**src/design/rgb_linear_crossfade_top_macros.svh**
```systemverilog
// assertion macros used by the asserting top-level file
`ifndef RGB_LINEAR_CROSSFADE_TOP_MACROS_SVH
`define RGB_LINEAR_CROSSFADE_TOP_MACROS_SVH

`ifndef ASSERT_OFF

`define RLC_ASSERT_IMP(name, clk, rstn, ante, cons) \
    name: assert property (@(posedge clk) disable iff (!(rstn)) (ante) |-> (cons)) \
        else $error("implication check failed");

`define RLC_ASSERT_NEXT(name, clk, rstn, ante, cons) \
    name: assert property (@(posedge clk) disable iff (!(rstn)) (ante) |=> (cons)) \
        else $error("next-cycle check failed");

`else

`define RLC_ASSERT_IMP(name, clk, rstn, ante, cons)

`define RLC_ASSERT_NEXT(name, clk, rstn, ante, cons)

`endif

`endif

```
**src/design/rlc_pkg.sv**
```systemverilog
package rlc_pkg;

    localparam int NUM_CH  = 3;
    localparam int PCT_W   = 7;
    localparam int LEVEL_W = 8;
    localparam int FADE_W  = 12;
    localparam int CNT_W   = 4;

    localparam logic [PCT_W-1:0]   PCT_MAX    = 7'd100;
    localparam logic [LEVEL_W-1:0] LEVEL_MAX  = 8'd255;
    localparam logic [FADE_W-1:0]  FADE_RESET = 12'd1020;

    // x / 100 as (x * 5243) >> 19, exact for x up to 25500
    localparam logic [12:0] RECIP_100   = 13'd5243;
    localparam int          RECIP_SHIFT = 19;

    // one quotient bit per divide cycle
    localparam logic [CNT_W-1:0] DIV_LAST = CNT_W'(FADE_W - 1);

    localparam logic OP_LOAD = 1'b0;
    localparam logic OP_TICK = 1'b1;

    typedef struct packed {
        logic capture;
        logic tick;
        logic scale;
        logic div_step;
        logic out_load;
    } rlc_cmd_t;

    function automatic logic [LEVEL_W-1:0] pct_to_level(input logic [PCT_W-1:0] p);
        logic [PCT_W-1:0] v;
        logic [14:0]      x;
        logic [27:0]      prod;
        v    = (p > PCT_MAX) ? PCT_MAX : p;
        x    = {v, 8'b0} - 15'(v);
        prod = 28'(x) * 28'(RECIP_100);
        return prod[RECIP_SHIFT +: LEVEL_W];
    endfunction

endpackage

```
**src/design/rgb_linear_crossfade_top.sv**
```systemverilog
// flow: a tick word goes from accept to ST_RESPOND, a load word through ST_SCALE and ST_DIVIDE;
//   the result is registered in ST_RESPOND once the output is free, and a new word is taken
//   only in ST_IDLE; loads use the bit-serial divider (one quotient bit per cycle, three channels at once)
// reset: aresetn is synchronous, active low; levels go to 0, no fade is running,
//   fade_length returns to 1020 and no result word is pending
`include "rgb_linear_crossfade_top_macros.svh"

module rgb_linear_crossfade_top
    import rlc_pkg::*;
(
    input  logic               aclk,
    input  logic               aresetn,
    input  logic               s_valid,
    output logic               s_ready,
    input  logic               s_opcode,
    input  logic [PCT_W-1:0]   s_target_red_pct,
    input  logic [PCT_W-1:0]   s_target_green_pct,
    input  logic [PCT_W-1:0]   s_target_blue_pct,
    output logic               m_valid,
    input  logic               m_ready,
    output logic [LEVEL_W-1:0] m_red_out,
    output logic [LEVEL_W-1:0] m_green_out,
    output logic [LEVEL_W-1:0] m_blue_out,
    output logic               m_fade_active,
    output logic               m_fade_done,
    input  logic               cfg_valid,
    output logic               cfg_ready,
    input  logic [FADE_W-1:0]  cfg_fade_length
);

    rlc_cmd_t cmd;

    rlc_ctrl u_ctrl (
        .aclk     (aclk),
        .aresetn  (aresetn),
        .s_valid  (s_valid),
        .s_opcode (s_opcode),
        .s_ready  (s_ready),
        .m_ready  (m_ready),
        .m_valid  (m_valid),
        .cmd      (cmd)
    );

    rlc_dpath u_dpath (
        .aclk               (aclk),
        .aresetn            (aresetn),
        .cmd                (cmd),
        .s_target_red_pct   (s_target_red_pct),
        .s_target_green_pct (s_target_green_pct),
        .s_target_blue_pct  (s_target_blue_pct),
        .cfg_valid          (cfg_valid),
        .cfg_ready          (cfg_ready),
        .cfg_fade_length    (cfg_fade_length),
        .m_red_out          (m_red_out),
        .m_green_out        (m_green_out),
        .m_blue_out         (m_blue_out),
        .m_fade_active      (m_fade_active),
        .m_fade_done        (m_fade_done)
    );

    // one word in flight at a time
    `RLC_ASSERT_NEXT(a_busy_after_accept, aclk, aresetn, s_valid && s_ready, !s_ready)

    // a result word only follows work on an accepted word
    `RLC_ASSERT_IMP(a_result_after_work, aclk, aresetn, $rose(m_valid), !$past(s_ready))

    // the completing tick ends the fade
    `RLC_ASSERT_IMP(a_done_not_active, aclk, aresetn, m_valid && m_fade_done, !m_fade_active)

endmodule

```
**src/design/rlc_ctrl.sv**
```systemverilog
module rlc_ctrl
    import rlc_pkg::*;
(
    input  logic     aclk,
    input  logic     aresetn,
    input  logic     s_valid,
    input  logic     s_opcode,
    output logic     s_ready,
    input  logic     m_ready,
    output logic     m_valid,
    output rlc_cmd_t cmd
);

    typedef enum logic [1:0] {
        ST_IDLE,
        ST_SCALE,
        ST_DIVIDE,
        ST_RESPOND
    } state_t;

    state_t           state_reg;
    logic [CNT_W-1:0] cnt_reg;
    logic             m_valid_reg;
    logic             accept;
    logic             out_free;

    assign accept   = s_valid && (state_reg == ST_IDLE);
    assign out_free = !m_valid_reg || m_ready;

    assign s_ready = (state_reg == ST_IDLE);
    assign m_valid = m_valid_reg;

    always_comb begin
        cmd.capture  = accept && (s_opcode == OP_LOAD);
        cmd.tick     = accept && (s_opcode == OP_TICK);
        cmd.scale    = (state_reg == ST_SCALE);
        cmd.div_step = (state_reg == ST_DIVIDE);
        cmd.out_load = (state_reg == ST_RESPOND) && out_free;
    end

    always_ff @(posedge aclk) begin
        if (!aresetn) begin
            state_reg   <= ST_IDLE;
            cnt_reg     <= '0;
            m_valid_reg <= 1'b0;
        end else begin
            if ((state_reg == ST_RESPOND) && out_free) begin
                m_valid_reg <= 1'b1;
            end else if (m_valid_reg && m_ready) begin
                m_valid_reg <= 1'b0;
            end
            case (state_reg)
                ST_IDLE: begin
                    if (s_valid) begin
                        // a tick is applied in the accept cycle itself
                        state_reg <= (s_opcode == OP_LOAD) ? ST_SCALE : ST_RESPOND;
                    end
                end
                ST_SCALE: begin
                    cnt_reg   <= '0;
                    state_reg <= ST_DIVIDE;
                end
                ST_DIVIDE: begin
                    cnt_reg <= cnt_reg + 1'b1;
                    if (cnt_reg == DIV_LAST) begin
                        state_reg <= ST_RESPOND;
                    end
                end
                ST_RESPOND: begin
                    if (out_free) begin
                        state_reg <= ST_IDLE;
                    end
                end
                default: state_reg <= ST_IDLE;
            endcase
        end
    end

endmodule

```
**src/design/rlc_dpath.sv**
```systemverilog
module rlc_dpath
    import rlc_pkg::*;
(
    input  logic               aclk,
    input  logic               aresetn,
    input  rlc_cmd_t           cmd,
    input  logic [PCT_W-1:0]   s_target_red_pct,
    input  logic [PCT_W-1:0]   s_target_green_pct,
    input  logic [PCT_W-1:0]   s_target_blue_pct,
    input  logic               cfg_valid,
    output logic               cfg_ready,
    input  logic [FADE_W-1:0]  cfg_fade_length,
    output logic [LEVEL_W-1:0] m_red_out,
    output logic [LEVEL_W-1:0] m_green_out,
    output logic [LEVEL_W-1:0] m_blue_out,
    output logic               m_fade_active,
    output logic               m_fade_done
);

    logic [PCT_W-1:0]   pct_in     [NUM_CH];
    logic [PCT_W-1:0]   pct_reg    [NUM_CH];
    logic [LEVEL_W-1:0] level_reg  [NUM_CH];
    logic [FADE_W-1:0]  quot_reg   [NUM_CH];
    logic [LEVEL_W-1:0] rem_reg    [NUM_CH];
    logic [LEVEL_W-1:0] divisor_reg[NUM_CH];
    logic               neg_reg    [NUM_CH];
    logic               zero_reg   [NUM_CH];
    logic [FADE_W-1:0]  phase_reg  [NUM_CH];

    logic [FADE_W-1:0]  tick_index_reg;
    logic [FADE_W-1:0]  fade_length_reg;
    logic               running_reg;
    logic               done_reg;

    logic [LEVEL_W:0]   gap        [NUM_CH];
    logic [LEVEL_W-1:0] gap_abs    [NUM_CH];
    logic [LEVEL_W:0]   rem_sh     [NUM_CH];
    logic               quot_bit   [NUM_CH];
    logic [LEVEL_W-1:0] rem_next   [NUM_CH];
    logic [LEVEL_W-1:0] level_next [NUM_CH];
    logic [FADE_W-1:0]  phase_inc  [NUM_CH];
    logic [FADE_W-1:0]  phase_next [NUM_CH];
    logic               hit        [NUM_CH];
    logic               fade_end;

    assign cfg_ready = 1'b1;
    assign fade_end  = (tick_index_reg >= fade_length_reg);

    assign pct_in[0] = s_target_red_pct;
    assign pct_in[1] = s_target_green_pct;
    assign pct_in[2] = s_target_blue_pct;

    always_comb begin
        for (int c = 0; c < NUM_CH; c++) begin
            // signed gap target - level
            gap[c]     = {1'b0, pct_to_level(pct_reg[c])} - {1'b0, level_reg[c]};
            gap_abs[c] = gap[c][LEVEL_W] ? LEVEL_W'(-gap[c]) : gap[c][LEVEL_W-1:0];

            // restoring division, one quotient bit per cycle
            rem_sh[c]   = {rem_reg[c], quot_reg[c][FADE_W-1]};
            quot_bit[c] = (rem_sh[c] >= {1'b0, divisor_reg[c]});
            rem_next[c] = quot_bit[c] ? LEVEL_W'(rem_sh[c] - {1'b0, divisor_reg[c]})
                                      : rem_sh[c][LEVEL_W-1:0];

            // phase tracks tick_index mod |step|
            hit[c] = !zero_reg[c] && (quot_reg[c] != '0) && (phase_reg[c] == '0);
            if (!hit[c]) begin
                level_next[c] = level_reg[c];
            end else if (neg_reg[c]) begin
                level_next[c] = (level_reg[c] == '0) ? '0 : level_reg[c] - 1'b1;
            end else begin
                level_next[c] = (level_reg[c] == LEVEL_MAX) ? LEVEL_MAX
                                                             : level_reg[c] + 1'b1;
            end
            phase_inc[c]  = phase_reg[c] + 1'b1;
            phase_next[c] = (phase_inc[c] == quot_reg[c]) ? '0 : phase_inc[c];
        end
    end

    always_ff @(posedge aclk) begin
        if (!aresetn) begin
            fade_length_reg <= FADE_RESET;
            tick_index_reg  <= '0;
            running_reg     <= 1'b0;
            done_reg        <= 1'b0;
            for (int c = 0; c < NUM_CH; c++) begin
                level_reg[c] <= '0;
                zero_reg[c]  <= 1'b1;
            end
        end else begin
            if (cfg_valid) begin
                fade_length_reg <= cfg_fade_length;
            end
            if (cmd.scale) begin
                tick_index_reg <= '0;
                running_reg    <= 1'b1;
                done_reg       <= 1'b0;
                for (int c = 0; c < NUM_CH; c++) begin
                    zero_reg[c] <= (gap[c] == '0);
                end
            end
            if (cmd.tick) begin
                done_reg <= running_reg && fade_end;
                if (running_reg) begin
                    for (int c = 0; c < NUM_CH; c++) begin
                        level_reg[c] <= level_next[c];
                    end
                    if (fade_end) begin
                        running_reg <= 1'b0;
                    end else begin
                        tick_index_reg <= tick_index_reg + 1'b1;
                    end
                end
            end
        end
    end

    always_ff @(posedge aclk) begin
        for (int c = 0; c < NUM_CH; c++) begin
            if (cmd.capture) begin
                pct_reg[c] <= pct_in[c];
            end
            if (cmd.scale) begin
                divisor_reg[c] <= gap_abs[c];
                neg_reg[c]     <= gap[c][LEVEL_W];
                rem_reg[c]     <= '0;
                quot_reg[c]    <= fade_length_reg;
                phase_reg[c]   <= '0;
            end
            if (cmd.div_step) begin
                rem_reg[c]  <= rem_next[c];
                quot_reg[c] <= {quot_reg[c][FADE_W-2:0], quot_bit[c]};
            end
            if (cmd.tick && running_reg) begin
                phase_reg[c] <= phase_next[c];
            end
        end
        if (cmd.out_load) begin
            m_red_out     <= level_reg[0];
            m_green_out   <= level_reg[1];
            m_blue_out    <= level_reg[2];
            m_fade_active <= running_reg;
            m_fade_done   <= done_reg;
        end
    end

endmodule
```
**config.mk**
```make
export PLATFORM = sky130hd
export DESIGN_NAME = rgb_linear_crossfade_top
export DESIGN_NICKNAME = d
export VERILOG_FILES = /design/src/design/rlc_pkg.sv /design/src/design/rgb_linear_crossfade_top.sv /design/src/design/rlc_ctrl.sv /design/src/design/rlc_dpath.sv
export VERILOG_INCLUDE_DIRS = /design/src /design/src/design
export SDC_FILE = /design/constraint.sdc
export NUM_CORES = 1
export LEC_CHECK = 0
export BUFFER_PORTS_ARGS = -buffer_cell sky130_fd_sc_hd__buf_2
export CAP_MARGIN = 5
export CORE_UTILIZATION = 65
export DETAILED_ROUTE_END_ITERATION = 8
export GPL_TIMING_DRIVEN = 1
export PLACE_DENSITY = 0.91
export SLEW_MARGIN = 20
export SYNTH_ARGS = -nofsm -noshare
export SYNTH_HDL_FRONTEND = slang
export SYNTH_SLANG_ARGS = --single-unit
```
**constraint.sdc**
```tcl
create_clock -name aclk -period 26.6 [get_ports aclk]
set_input_delay 3.99 -clock aclk [delete_from_list [all_inputs] [get_ports aclk]]
set_output_delay 3.99 -clock aclk [all_outputs]
set_load 0.03 [all_outputs]
```
==> flow_summary.ini <==
[status]
status = finished clean

[timing]
hold_violations = 0
fmax_mhz = 102.8
fin_crit_sh_pct = 36.59
fin_setup_tns_ns = 0
period_needed_ns = 9.732
whs_ns = 0.4349
slew-limit-headroom_pct = 34.52
fin_worst_skew_ns = 0.03496
rsz0062_at_grt = false
setup_viol = 0
maxSlewViolCount = 0
worstMarginPinSlew_ns = 0.9763

[setup_path]
cp_slowest_cell = fa_1
path_common_cell = inv_1
critPathArrivalTime_ns = 10.05
worst_r2r_path_depth = 36
regToRegStartpoint = u_dpath.pct_reg[0][0]
crit_path_end = u_dpath.divisor_reg[0][6]
worstSetupStartpoint = u_dpath.pct_reg[0][0]
crit_fanout = 10
path_class = reg -> reg
r2r_end = u_dpath.divisor_reg[0][6]
critPathTopFamily = adder cells
cp.depth = 36
r2r_slack_ns = 16.87
critPathBufInv = 6
worstPathRequired_ns = 26.92
end_kind = register
cp-start-kind = register
max_stage_delay_ns = 0.58

[die]
design.core.area_um2 = 37580
die_w_um = 197.1
die_area_um2 = 38860
die_y_um = 197.1
initial_core_util_pct = 65.86
rows = 71
io_pins = 68

[placed_design]
hpwl_um = 44730
gp_congestion = 0.9827
portBuffers = 66
dp_cells = 3110

[finish]
instances_no_fill = 3157
antenna_cells = 0
syn2layout_area_growth_pct = 7.158
final_nets = 3251
drive_gt1_share_pct = 5.896

[clock_tree]
postCtsSetupBuffers = 0
postCtsHoldBufs = 0
cts_tree = built
htreeDepth = 1
cts_buffer_depth = 3
numCtsBuffers = 26
path_clk_slew_ns = 0.07
root_buffer = clkbuf_16
cts_resized = 0
clock_latency_ns = 0.58
cts_sinks = 230

[synthesis]
synth_edf_count = 197
syn_nets = 3187
synthesis.area_um2 = 24750
ys_ff_latch = 230
synth_cell_types = 80
syn_inst = 2563
ys_seq_area_share_pct = 26.57
synth.top_cell.area_share_pct = 23.90
synth-main-ff-cell = edfxtp_1
synth_area_leaders = edfxtp_1 (24%), ha_1 (19%), fa_1 (17%), inv_1 (7.8%), xnor2_1 (3.2%)
ys_warn_count = 0
yosysMostFrequentCell = inv_1
async_reset_ff_share_pct = 0
yosysTopAreaCell = edfxtp_1
ys_top_cells_by_count = inv_1 (514), ha_1 (381), fa_1 (204)
syn-mean-instance-area_um2 = 9.657

[routing]
dr.pass1.iters = 6
num_vias = 18969
avgViaCountPerCell = 6.009
antenna_left = 0
drtIter0Drc = 1477
totalWireLength_um = 57820
wl_per_cell_um = 18.31
drc = 0

[global_routing]
grt_max_degree = 70
grt_pass1_vias = 19933
track_usage_pct = 30.53
overflow = 0
grt_antenna_before_repair = 0
grt_pass1_wl_um = 95630

[flow_run]
maxCapViolations = 0

[hold_path]
hp-class = reg -> reg
-- how the worst min path moves through the flow --
stage | from | end | cells after the start
floorplan | u_dpath.done_reg | u_dpath.m_fade_done | 0
global placement | u_dpath.done_reg | u_dpath.m_fade_done | 0
detailed placement | u_dpath.done_reg | u_dpath.m_fade_done | 0
CTS | u_dpath.done_reg | u_dpath.m_fade_done | 0
global route | u_dpath.done_reg | u_dpath.m_fade_done | 0
finish | u_dpath.done_reg | u_dpath.m_fade_done | 0
-- cells by family after synthesis --
logic type,share of synthesized area [%]
compound gates,9.540
fa+ha+maj,35.76
other cells,0.01515
buf+inv,8.533
mux,1.102
simple gates,12.57
xor+xnor,5.910
flops,26.57
-- layer usage --
| layer | part of all wire [%] | track usage [%] | vias up |
|---|---|---|---|
| met1 | 38 | 36.04 | 9208 |
| met4 | 4.7 | 13.70 | 0 |
| met2 | 51 | 55.37 | 838 |
| met3 | 6.3 | 3.944 | 216 |
| li1 | - | - | 8707 |
| met5 | 0 | 0 | - |
-- placed cells by master (no fill, tap or decap), types with 33 or more instances in the layout --
master and n:
dfxtp_1 33, xnor2_1 90, nand3_1 49, xor2_1 77, ha_1 380, edfxtp_1 197, nor3_1 38, buf_2 66
nand2_1 190, a21o_1 38, o21ai_0 55, a21oi_1 78, nor2_1 183, inv_1 513, fa_1 204
-- per-stage QoR --
stage | area [um^2] | setup WS (ns) | util [%]
floorplan | 24750 | 18.06 | -
global placement | 25640 | 17.78 | 68.24
detailed placement | 25640 | 17.15 | 68.24
CTS | 26520 | 17.01 | 70.58
global route | 26520 | 16.30 | 70.58
finish | 26520 | 16.87 | 70.58
-- cell type report --
type	count	area [um^2]
repair buffers	78	420.4
clock buffers	32	703.2
multi-input cells	1775	16070
fillers	2484	11060
clock inverters	15	176.4
inverters	516	1937
flip-flops and latches	230	6576
well taps	511	639.4
Power is left out: the tool's default activity adds up to more than one toggle a clock period on the data nets, which glitch-free logic cannot reach.
